[src/hw/rtl/csort_pkg.sv]
`timescale 1ns / 1ps
// ----------------------------------------------------------------------------
// csort_pkg
// Shared types for the counting sort engine: transaction payloads and the
// control word of the histogram update unit.
// ----------------------------------------------------------------------------
package csort_pkg;

  localparam int KEY_W = 5;

  typedef struct packed {
    logic [KEY_W-1:0] key_value;
    logic             batch_end;
  } in_item_t;

  typedef struct packed {
    logic [KEY_W-1:0] sorted_key;
    logic             final_flag;
    logic             overflow_flag;
  } out_item_t;

  typedef enum logic {
    HIST_INC,
    HIST_DEC
  } hist_op_t;

  typedef struct packed {
    logic     en;
    hist_op_t op;
  } hist_ctrl_t;

endpackage

[src/hw/rtl/csort_hist.sv]
`timescale 1ns / 1ps
// ----------------------------------------------------------------------------
// csort_hist
// Histogram of per-key counts with one shared increment/decrement unit that
// performs a read-modify-write on the addressed entry.
// ----------------------------------------------------------------------------
module csort_hist #(
  parameter int DEPTH = 32,
  parameter int IDX_W = 5,
  parameter int CNT_W = 7
) (
  input  logic                clk,
  input  logic                rst,
  input  csort_pkg::hist_ctrl_t ctrl,
  input  logic [IDX_W-1:0]    addr,
  output logic [CNT_W-1:0]    count
);

  logic [CNT_W-1:0] hist [DEPTH];
  logic [CNT_W-1:0] count_next;

  always_comb begin
    count = hist[addr];
    if (ctrl.op == csort_pkg::HIST_INC) begin
      count_next = count + CNT_W'(1);
    end else begin
      count_next = count - CNT_W'(1);
    end
  end

  always_ff @(posedge clk) begin
    if (rst) begin
      for (int i = 0; i < DEPTH; i++) begin
        hist[i] <= '0;
      end
    end else if (ctrl.en) begin
      hist[addr] <= count_next;
    end
  end

  a_no_dec_at_zero: assert property (@(posedge clk) disable iff (rst)
    ctrl.en && ctrl.op == csort_pkg::HIST_DEC |-> count != '0)
    else $error("Histogram entry decremented below zero.");

  a_no_inc_at_max: assert property (@(posedge clk) disable iff (rst)
    ctrl.en && ctrl.op == csort_pkg::HIST_INC |-> count != '1)
    else $error("Histogram entry incremented past its maximum.");

  a_write_lands: assert property (@(posedge clk) disable iff (rst)
    ctrl.en |=> hist[$past(addr)] == $past(count_next))
    else $error("Histogram write did not take effect.");

endmodule

[src/hw/rtl/csort_seq.sv]
`timescale 1ns / 1ps
// ----------------------------------------------------------------------------
// csort_seq
// Sequencer of the counting sort engine: loads keys into the histogram, then
// scans it from the smallest key upward and drives the result register.
// ----------------------------------------------------------------------------
module csort_seq #(
  parameter int NUM_KEYS  = 32,
  parameter int MAX_ITEMS = 64,
  parameter int IDX_W     = 5,
  parameter int CNT_W     = 7
) (
  input  logic                  clk,
  input  logic                  rst,
  input  logic                  item_valid,
  output logic                  item_ready,
  input  csort_pkg::in_item_t   item,
  output logic                  result_valid,
  input  logic                  result_ready,
  output csort_pkg::out_item_t  result,
  output csort_pkg::hist_ctrl_t hist_ctrl,
  output logic [IDX_W-1:0]      hist_addr,
  input  logic [CNT_W-1:0]      hist_count
);

  typedef enum logic {
    ST_LOAD,
    ST_SCAN
  } state_t;

  state_t           state;
  logic [CNT_W-1:0] item_count;
  logic             dropped_mark;
  logic [IDX_W-1:0] scan_idx;

  logic take;
  logic in_range;
  logic full;
  logic out_free;
  logic emit;

  always_comb begin
    item_ready = (state == ST_LOAD);
    take       = item_valid && item_ready;
    in_range   = 32'(item.key_value) < NUM_KEYS;
    full       = (item_count == CNT_W'(MAX_ITEMS));
    out_free   = !result_valid || result_ready;
    emit       = 1'b0;
    hist_ctrl.en = 1'b0;
    hist_ctrl.op = csort_pkg::HIST_INC;
    hist_addr    = scan_idx;
    if (state == ST_LOAD) begin
      hist_addr = item.key_value[IDX_W-1:0];
      if (take && in_range && !full) begin
        hist_ctrl.en = 1'b1;
      end
    end else begin
      if (item_count != '0 && hist_count != '0 && out_free) begin
        emit         = 1'b1;
        hist_ctrl.en = 1'b1;
        hist_ctrl.op = csort_pkg::HIST_DEC;
      end
    end
  end

  always_ff @(posedge clk) begin
    if (rst) begin
      state        <= ST_LOAD;
      item_count   <= '0;
      dropped_mark <= 1'b0;
      scan_idx     <= '0;
      result_valid <= 1'b0;
    end else begin
      if (emit) begin
        result_valid <= 1'b1;
      end else if (result_ready) begin
        result_valid <= 1'b0;
      end
      case (state)
        ST_LOAD: begin
          if (take) begin
            if (in_range) begin
              if (full) begin
                dropped_mark <= 1'b1;
              end else begin
                item_count <= item_count + CNT_W'(1);
              end
            end
            if (item.batch_end) begin
              state    <= ST_SCAN;
              scan_idx <= '0;
            end
          end
        end
        ST_SCAN: begin
          if (item_count == '0) begin
            state        <= ST_LOAD;
            dropped_mark <= 1'b0;
            scan_idx     <= '0;
          end else if (hist_count == '0) begin
            scan_idx <= scan_idx + IDX_W'(1);
          end else if (emit) begin
            result.sorted_key    <= csort_pkg::KEY_W'(scan_idx);
            result.final_flag    <= (item_count == CNT_W'(1));
            result.overflow_flag <= (item_count == CNT_W'(1)) && dropped_mark;
            item_count           <= item_count - CNT_W'(1);
          end
        end
        default: begin
          state <= ST_LOAD;
        end
      endcase
    end
  end

  a_count_bounded: assert property (@(posedge clk) disable iff (rst)
    32'(item_count) <= MAX_ITEMS)
    else $error("Item count exceeds batch capacity.");

  a_final_ends_scan: assert property (@(posedge clk) disable iff (rst)
    emit && item_count == CNT_W'(1) |=> state == ST_SCAN && item_count == '0 ##1
    state == ST_LOAD && !dropped_mark)
    else $error("Scan did not close after the final transaction.");

  a_overflow_only_final: assert property (@(posedge clk) disable iff (rst)
    result_valid && result.overflow_flag |-> result.final_flag)
    else $error("Overflow flag raised on a non-final transaction.");

  a_no_overwrite: assert property (@(posedge clk) disable iff (rst)
    emit |-> !result_valid || result_ready)
    else $error("Result register overwritten before it was taken.");

endmodule

[src/hw/rtl/counting_sort_engine_top.sv]
`timescale 1ns / 1ps
// Loading: a key without batch_end is taken at one transaction per cycle.
// A key with batch_end starts a scan from histogram entry 0 up to the highest counted
// key: zero entries are stepped over, each count is emitted as a key while the result
// register is free, and the scan then closes; the single histogram update unit makes
// every update. An empty batch closes without a key. No input is taken during the scan.
// Reset (rst, synchronous, active high) clears the histogram, counters, drop mark and result_valid.
// ----------------------------------------------------------------------------
// counting_sort_engine_top
// Counting sort of small unsigned keys with a histogram sized by key range.
// ----------------------------------------------------------------------------
module counting_sort_engine_top #(
  parameter int NUM_KEYS  = 32,
  parameter int MAX_ITEMS = 64
) (
  input  logic                 clk,
  input  logic                 rst,
  input  logic                 item_valid,
  output logic                 item_ready,
  input  csort_pkg::in_item_t  item,
  output logic                 result_valid,
  input  logic                 result_ready,
  output csort_pkg::out_item_t result
);

  localparam int HIST_DEPTH = (NUM_KEYS < (1 << csort_pkg::KEY_W)) ?
                              NUM_KEYS : (1 << csort_pkg::KEY_W);
  localparam int IDX_W      = $clog2(HIST_DEPTH);
  localparam int CNT_W      = $clog2(MAX_ITEMS + 1);

  csort_pkg::hist_ctrl_t hist_ctrl;
  logic [IDX_W-1:0]      hist_addr;
  logic [CNT_W-1:0]      hist_count;

  csort_seq #(
    .NUM_KEYS  (NUM_KEYS),
    .MAX_ITEMS (MAX_ITEMS),
    .IDX_W     (IDX_W),
    .CNT_W     (CNT_W)
  ) u_seq (
    .clk          (clk),
    .rst          (rst),
    .item_valid   (item_valid),
    .item_ready   (item_ready),
    .item         (item),
    .result_valid (result_valid),
    .result_ready (result_ready),
    .result       (result),
    .hist_ctrl    (hist_ctrl),
    .hist_addr    (hist_addr),
    .hist_count   (hist_count)
  );

  csort_hist #(
    .DEPTH (HIST_DEPTH),
    .IDX_W (IDX_W),
    .CNT_W (CNT_W)
  ) u_hist (
    .clk   (clk),
    .rst   (rst),
    .ctrl  (hist_ctrl),
    .addr  (hist_addr),
    .count (hist_count)
  );

endmodule
[config.mk]
export PLATFORM = sky130hd
export DESIGN_NAME = counting_sort_engine_top
export DESIGN_NICKNAME = d
export VERILOG_FILES = /design/src/hw/rtl/csort_pkg.sv /design/src/hw/rtl/csort_hist.sv /design/src/hw/rtl/csort_seq.sv /design/src/hw/rtl/counting_sort_engine_top.sv
export SDC_FILE = /design/constraint.sdc
export NUM_CORES = 1
export LEC_CHECK = 0
export BUFFER_PORTS_ARGS = -buffer_cell sky130_fd_sc_hd__buf_4
export CAP_MARGIN = 20
export CORE_ASPECT_RATIO = 0.9
export CORE_UTILIZATION = 45
export CTS_BUF_LIST = sky130_fd_sc_hd__clkbuf_8
export DETAILED_ROUTE_END_ITERATION = 6
export HOLD_SLACK_MARGIN = 0.08
export PLACE_DENSITY = 0.69
export SYNTH_ARGS = -nofsm -noshare
export SYNTH_HDL_FRONTEND = slang
export SYNTH_SLANG_ARGS = --single-unit
export TNS_END_PERCENT = 1
[constraint.sdc]
create_clock -name clk -period 8.81 [get_ports clk]
set_input_delay 0.881 -clock clk [delete_from_list [all_inputs] [get_ports clk]]
set_output_delay 0.881 -clock clk [all_outputs]
set_load 0.02 [all_outputs]
; ---- Yosys cells after proc, flatten, opt, wreduce, memory -nomap -nowiden
; Memory sizes are Yosys's and may differ from the RTL's.
; Index checks and enable logic that the tools add are counted.
; W data, S select, Z words.
[totals]
register_bits = 22
mem_bits_rw = 224
in_bits = 10
output_inout_bits = 9
elab_cells = 84
memories = 1
[mem_list]
columns = name, words, width, rd, rd_clocked_by_memory_dff, write_ports, line_no
row1 = u_hist.hist, 32, 7, 1, 0, 32, csort_hist.sv:19  ; logic [CNT_W-1:0] hist [DEPTH];
[op_classes]
addsub = 5
eq_ne = 11
muxes = 37
bitwise = 4
n_reduce_logical = 18
[ops]
columns = operator, n
row1 = $mux W7, 7
row2 = $mux W5, 6
row3 = $mux W1, 19
row4 = $add A7 B1 Y7 const B, 2
row5 = $logic_not A7 Y1, 2
row6 = $pmux W7 S2, 1
row7 = $reduce_bool A7 Y1, 2
row8 = $sub A7 B1 Y7 const B, 2
row9 = $ne A2 B2 Y1 const B, 5
row10 = $pmux W5 S2, 1
row11 = $reduce_and A5 Y1, 2
row12 = $eq A7 B1 Y1 const B, 1
row13 = $eq A7 B7 Y1 const B, 1
row14 = $reduce_or A7 Y1, 1
row15 = $ne A2 B1 Y1 const B, 3
row16 = $reduce_and A3 Y1, 2
row17 = $add A5 B1 Y5 const B, 1
row18 = $logic_and A1 B1 Y1, 5
row19 = $not A1 Y1, 4
row20 = $pmux W1 S2, 2
row21 = $ne A3 B3 Y1 const B, 1
row22 = $logic_not A1 Y1, 2
row23 = $mux W2, 1
row24 = $reduce_bool A2 Y1, 1
row25 = $logic_or A1 B1 Y1, 1

; ---- Longest topological paths before layout
; Gate-level depths: netlist (run 1).
; An unclocked memory read counts as a cell.
[logic_depth]
depth_word = 12
ltp_mapped = 21
mapped_depth_nobuf = 16

; ---- Modules after synthesis
; From an unflattened synthesis (run 1), not the netlist that was laid out.
[unflattened]
hier_cells = 871
hier_area_um2 = 11516.0
[by_module_without_submodules]
columns = module, n_inst, cells_each, area_each_um2, seq_area_each_um2
row1 = csort_hist, 1, 746, 10272.4, 6726.5
row2 = csort_seq, 1, 125, 1243.7, 510.5

; ---- Worst setup path after synthesis (run 1)
; OpenSTA, ideal clock, no wires.
[synth_timing]
path_type = input -> register
from = input item[1] (netlist bit)
to = memory u_hist.hist[25][2] (data pin)
setup_time_ns = 0.141
t_arrival_ns = 4.663
required_ns = 8.669
setup_slack_ns = 4.005
cell_stages = 19
n_path_buf = 4
cell_sequence = mux2_4 -> buf_6 -> buf_4 -> mux2_2 -> o22ai_1 -> or3_1 -> or4_1 -> inv_2 -> nor3_1 -> a21oi_2 -> buf_2 -> xor2_1 -> ha_1 -> nor2_1 -> nor4bb_1 -> nor4b_1 -> nand4_1 -> clkbuf_1 -> nor2_1
[synth_lines]
columns = element, line_no
row1 = from (decl), counting_sort_engine_top.sv:20  ; input csort_pkg::in_item_t item,
row2 = to (decl), csort_hist.sv:19

==> flow_summary.json, run 1 <==
{
  "dr.pass1.iters": 5,
  "post_cts_buffers": 0,
  "seq_area_frac_synth": 0.604,
  "clkLatencyLatePin_ps": 550,
  "synthesis.area_um2": 12000,
  "hp-start": "u_seq.dropped_mark$_SDFFE_PP0P_",
  "cp.required_ps": 9070,
  "critPathSlowestCell": "o21a_2",
  "pin_count": 19,
  "grt_usage": 0.254,
  "p_leak_uw": 0.00466,
  "final_nets": 1096,
  "clkPwrFrac": 0.363,
  "clock-sinks": 246,
  "rsz0062_at_grt": "no",
  "critPathCapture": "u_hist.hist[8][6]$_SDFFCE_PN0P_",
  "grt_pass1_vias": 8558,
  "async_flop_share": 0,
  "cp_max_fo": 38,
  "synthCells": 1067,
  "arrival_ps": 6620,
  "cp_cell_sequence": "buf_4 -> nor4_1 -> o21ai_0 -> o22ai_1 -> or3_1 -> or4_1 -> inv_2 -> nor3_1 -> a21oi_4 -> xor2_1 -> ha_1 -> inv_1 -> a31oi_1 -> nand4_1 -> o211ai_1 -> o21a_2 -> nor2_1",
  "drt_iter0_drc": 1206,
  "r2r-end": "u_hist.hist[8][6]$_SDFFCE_PN0P_",
  "via_count": 9134,
  "syn-num-nets": 1082,
  "finalWeightedCongestion": 0.943,
  "crit_path_end_kind": "flop",
  "intPower_uw": 1970,
  "cp_slowest_stage_delay_ps": 740,
  "peakVddDrop_uv": 114,
  "p_sw_uw": 795,
  "drive_gt1_frac": 0.130,
  "yosys_register_bits": 246,
  "final_hold_viol_count": 0,
  "dpl_cell_area_um2": 12400,
  "num_antenna_cells": 0,
  "design.die.area_um2": 27300,
  "root_buffer": "clkbuf_8",
  "comb_power_share": 0.153,
  "grt_max_degree": 58,
  "die_x_um": 174,
  "seqPwrFrac": 0.484,
  "tns_ps": 0,
  "vias_per_cell": 6.27,
  "max_freq_ghz": 0.157,
  "synth_top_area_frac": 0.579,
  "cts_tree": "built",
  "htree_levels": 2,
  "drt-wirelength-per-cell_um": 23.5,
  "relSlewSlack": 0.243,
  "min_path_type": "flop to flop",
  "hold_buffers": 0,
  "power_uw": 2770,
  "clkTransAtPathRegs_ps": 60,
  "synth_most_common_cell": "nor2_1",
  "critPathLaunch": "u_seq.state$_SDFF_PP0_",
  "area_delta_synth_final_pct": 10.4,
  "final-setup-viol-count": 0,
  "cts_resized": 0,
  "grt_antenna_before_repair": 0,
  "min_period_ps": 6360,
  "drcViolationCount": 0,
  "status": "finished clean",
  "tightest_slew_ps": 1130,
  "switching_share": 0.287,
  "dp_slack_ps": 2360,
  "clock_skew_ps": 25.1,
  "setup_slack_ps": 2450,
  "ys_top_cells_by_count": "252 x nor2_1, 231 x edfxtp_1, 79 x o21ai_0",
  "port_buffers": 18,
  "synth.largest_area_cell": "edfxtp_1",
  "r2r-start": "u_seq.state$_SDFF_PP0_",
  "cts_made_buffers": 42,
  "startpoint_type": "flop",
  "hpwl_um": 22000,
  "yosys.cell_types.count": 68,
  "synth_edf_count": 231,
  "clk_path_buf_depth": 3,
  "grt_first_pass_wirelength_um": 51900,
  "ys_warn_count": 0,
  "wl_um": 34300,
  "powerDensity_nw_per_um2": 209,
  "grt_overflow": 0,
  "synthTopCellsByArea": "edfxtp_1 58%, nor2_1 7.9%, mux2i_1 4.2%",
  "start_util": 0.458,
  "die_h_um": 157,
  "fp-row-count": 56,
  "timing_worst_setup_path_type": "flop to flop",
  "rr_worst_depth": 17,
  "core_area_um2": 26100,
  "stdcell_area_um2": 13200,
  "drv_slew": 0,
  "timing.final.crit_share": 0.722,
  "reg2reg_setup_slack_ps": 2450,
  "maxCapViolations": 0,
  "syn_area_per_cell_um2": 11.2,
  "ant_nets": 0,
  "synth_flop_cell": "edfxtp_1"
}
power groups by stage:
stage | clock network, µW | registers [µW] | logic, µW
final | 1000 | 1340 | 423
after global routing | 1060 | 1340 | 445
after CTS | 1010 | 1340 | 414
after detailed placement | 0 | 1360 | 412
after global placement | 0 | 1360 | 408
after floorplan | 0 | 1360 | 281
kinds of logic after synthesis:
family	synth area share
AND/OR/NAND/NOR	0.164
flip-flops	0.604
XOR/XNOR	0.00366
adder cells (fa/ha/maj)	0.00522
multiplexers	0.0618
AO/OA/AOI/OAI	0.129
buffers and inverters	0.0328
layer usage:
metal  vias to the layer above  GRT usage  wire [µm]
li1                       3986          -          -
met5                         -          0          0
met1                      4436      0.349      13500
met2                       626      0.382      15300
met3                        86     0.0668       4460
met4                         0      0.103        983
cell type report:
type	instances	area, µm²
Sequential cell	246	7240
Clock inverter	25	151
Timing Repair Buffer	43	327
Multi-Input combinational cell	737	4380
Tap cell	348	435
Clock buffer	47	647
Fill cell	2322	12900
Inverter	11	41.3
stage by stage:
step / cells / hold WS (ps) / util
2_1_floorplan: 1067 / 403 / -
3_3_place_gp: 1383 / 476 / 0.475
3_5_place_dp: 1384 / 495 / 0.475
4_1_cts: 1456 / 509 / 0.505
5_1_grt: 1457 / 532 / 0.506
6_report: 1457 / 505 / 0.506
worst max-delay path: cells and delay by family (launching register included):
kind                       cells  cell delay [ps]
DFF                            1              620
xor gates and xnor gates       1              160
buffers and inverters          3             1110
AOI/OAI and AO/OA              6             2080
adders and majority gates      1              310
and+or+nand+nor                6             1750
cells in the final DEF (no fill, tap or decap), types with 11 or more instances in the layout:
| cell | count |
|---|---|
| nor2_1 | 251 |
| mux2i_1 | 50 |
| or2_2 | 11 |
| dfxtp_1 | 15 |
| nand2_1 | 20 |
| nand2b_1 | 35 |
| o22ai_1 | 19 |
| a41oi_1 | 13 |
| o21bai_1 | 14 |
| o21ai_1 | 37 |
| o21ai_0 | 79 |
| edfxtp_1 | 231 |
| inv_1 | 20 |
| buf_4 | 42 |
| clkbuf_8 | 47 |
| mux2_2 | 12 |
| a21oi_1 | 42 |
registers in the layout (all words and copies together) (netlist names):
signal / flops
u_seq.result: 7
u_seq.item_count: 7
u_hist.hist: 224
u_seq.state: 1
u_seq.result_valid: 1
u_seq.scan_idx: 5
u_seq.dropped_mark: 1
worst min path at each step:
stage                                       to  slack [ps]  depth (start not counted)
5_1_grt        u_seq.dropped_mark$_SDFFE_PP0P_         530                          2
3_5_place_dp   u_seq.dropped_mark$_SDFFE_PP0P_         490                          2
4_1_cts        u_seq.dropped_mark$_SDFFE_PP0P_         510                          2
3_3_place_gp   u_seq.dropped_mark$_SDFFE_PP0P_         480                          2
2_1_floorplan        u_seq.result[6]$_DFFE_PP_         400                          0
6_report       u_seq.dropped_mark$_SDFFE_PP0P_         510                          2
No activity file was read; power rests on OpenSTA's default activity.
==> run 2: changes to the inputs <==
==> constraint.sdc (replaced) <==
create_clock -name clk -period 6.2 [get_ports clk]
set_input_delay 0.62 -clock clk [delete_from_list [all_inputs] [get_ports clk]]
set_output_delay 0.62 -clock clk [all_outputs]
set_load 0.02 [all_outputs]
==> run 2 against run 1 <==
Compared with the run above:
- global-route usage is 0.19 points lower
- utilization is 0.86 points higher
- critical path depth stayed put
- sequential cell count stayed put
- hold slack worse by 140 ps
- clock skew is 11 ps higher
- sequential share of layout area is 0.91 points lower
- wire length is 0.20% higher
- combinational power is 54% higher
- non-clock buffer count is 26 higher
- power is 41% higher
==> flow_summary.json, run 2 (synthesis results as in run 1) <==
{
  "status": "finished clean",
  "top_register": "u_hist.hist",
  "die_x_um": 174,
  "via_count": 9209,
  "timing.final.crit_share": 0.928,
  "mostFrequentLayoutCell": "nor2_1",
  "fp-row-count": 56,
  "final_nets": 1122,
  "cts_resized": 0,
  "cts_made_buffers": 42,
  "drt_iter0_drc": 1094,
  "critical_path.most_common_cell": "buf_4",
  "crit_path_end_kind": "flop",
  "p_sw_uw": 1140,
  "fin_util": 0.514,
  "cp.required_ps": 6600,
  "cp_slowest_stage_delay_ps": 650,
  "clkPwrFrac": 0.346,
  "grt_max_degree": 58,
  "drcViolationCount": 0,
  "clk_path_buf_depth": 3,
  "clock-sinks": 246,
  "clkTransAtPathRegs_ps": 60,
  "min_period_ps": 5750,
  "worst-path-buf-inv": 3,
  "post_cts_buffers": 0,
  "ant_nets": 0,
  "hpwl_um": 22900,
  "dr.pass1.iters": 5,
  "crit_family": "simple AND/OR/NAND/NOR gates",
  "grt_overflow": 0,
  "seqPwrFrac": 0.488,
  "port_buffers": 18,
  "relSlewSlack": 0.182,
  "max_freq_ghz": 0.174,
  "intPower_uw": 2760,
  "die_h_um": 157,
  "maxCapViolations": 0,
  "powerDensity_nw_per_um2": 291,
  "min_path_type": "primary input to flop",
  "tightest_slew_ps": 1220,
  "cp_cell_sequence": "buf_4 -> nor4_1 -> o21ai_1 -> o22ai_1 -> nor4_1 -> buf_4 -> nand4bb_1 -> nor4_4 -> a21oi_4 -> xor2_1 -> ha_1 -> nor2_1 -> nor4bb_1 -> nor4b_1 -> nand4_1 -> buf_4 -> nor2_1",
  "power_uw": 3910,
  "clock_skew_ps": 36.4,
  "design.die.area_um2": 27300,
  "hold_buffers": 0,
  "vias_per_cell": 6.19,
  "comb_power_share": 0.167,
  "clkLatencyLatePin_ps": 560,
  "most-common-layout-cells": "251 x nor2_1, 231 x edfxtp_1, 78 x o21ai_0, 65 x buf_4, 50 x mux2i_1",
  "root_buffer": "clkbuf_8",
  "area_delta_synth_final_pct": 12.2,
  "startpoint_type": "flop",
  "grt_pass1_vias": 8377,
  "drt-wirelength-per-cell_um": 23.1,
  "drv_slew": 0,
  "grt_usage": 0.252,
  "grt_antenna_before_repair": 1,
  "rsz0062_at_grt": "no",
  "top_regs": "u_hist.hist (224), u_seq.item_count (7), u_seq.result (7)",
  "drive_gt1_frac": 0.149,
  "fillers": 2294,
  "core_area_um2": 26100,
  "tns_ps": 0,
  "p_leak_uw": 0.00481,
  "grt_first_pass_wirelength_um": 51400,
  "cp_max_fo": 15,
  "timing_worst_setup_path_type": "flop to flop",
  "switching_share": 0.293,
  "critPathSlowestCell": "o21ai_1",
  "pin_count": 19,
  "largest_register_ffs": 224,
  "arrival_ps": 6150,
  "peakVddDrop_uv": 142,
  "final-setup-viol-count": 0,
  "cts_tree": "built",
  "wl_um": 34300,
  "start_util": 0.458,
  "finalWeightedCongestion": 0.976,
  "final_hold_viol_count": 0,
  "htree_levels": 2
}
==> run 2: cell count changes in the layout (fill, tap and decap cells not counted), moves of 3 or more <==
cell | before | now
buf_4 | 42 | 65
inv_1 | 20 | 27
buf_12 | 0 | 4
clkbuf_8 | 47 | 44
clkinv_1 | 9 | 6
==> run 2: final timing paths <==
path	start	slack, ps	endpoint	depth (start not counted)
hold reg to reg	u_seq.dropped_mark$_SDFFE_PP0P_	490	u_seq.dropped_mark$_SDFFE_PP0P_	2
setup reg to reg	u_seq.state$_SDFF_PP0_	450	u_hist.hist[30][2]$_SDFFCE_PN0P_	17
hold / removal	item_valid	360	u_seq.dropped_mark$_SDFFE_PP0P_	3
setup / recovery	u_seq.state$_SDFF_PP0_	450	u_hist.hist[30][2]$_SDFFCE_PN0P_	17
==> run 2: power groups by stage <==
stage / clock [µW] / combinational, µW / sequential (µW)
6_report: 1350 / 651 / 1910
3_3_place_gp: 0 / 629 / 1940
3_5_place_dp: 0 / 632 / 1940
5_1_grt: 1430 / 682 / 1910
2_1_floorplan: 0 / 399 / 1930
4_1_cts: 1360 / 635 / 1900
==> run 2: layer usage <==
layer	up-vias	track usage	part of all wire
li1	4045	-	-
met3	54	0.0615	0.12
met2	598	0.387	0.45
met5	-	0	0
met1	4512	0.356	0.42
met4	0	0.0660	0.016
==> run 2: worst min-delay path, cell delays in order <==
cell and delay [ps]:
buf_4 90, a22oi_1 70, nor2_1 70
==> run 2: layout make-up <==
cell class / instances / area, µm² / share of cell area
Sequential cell: 246 / 7240 / 0.538
Multi-Input combinational cell: 737 / 4400 / 0.327
Clock buffer: 44 / 606 / 0.0450
Timing Repair Buffer: 69 / 568 / 0.0422
Tap cell: 348 / 435 / 0.0324
Clock inverter: 31 / 160 / 0.0119
Inverter: 11 / 41.3 / 0.00307
Antenna cell: 1 / 2.50 / 0.000186
==> run 2: through the flow <==
step           instances  cell area [µm²]  setup slack (ps)  hold WS (ps)
5_1_grt             1486            13400               178           367
2_1_floorplan       1067            12000              1660           403
3_3_place_gp        1410            12700               626           479
6_report            1487            13400               449           365
3_5_place_dp        1410            12700               512           484
4_1_cts             1485            13400               463           344
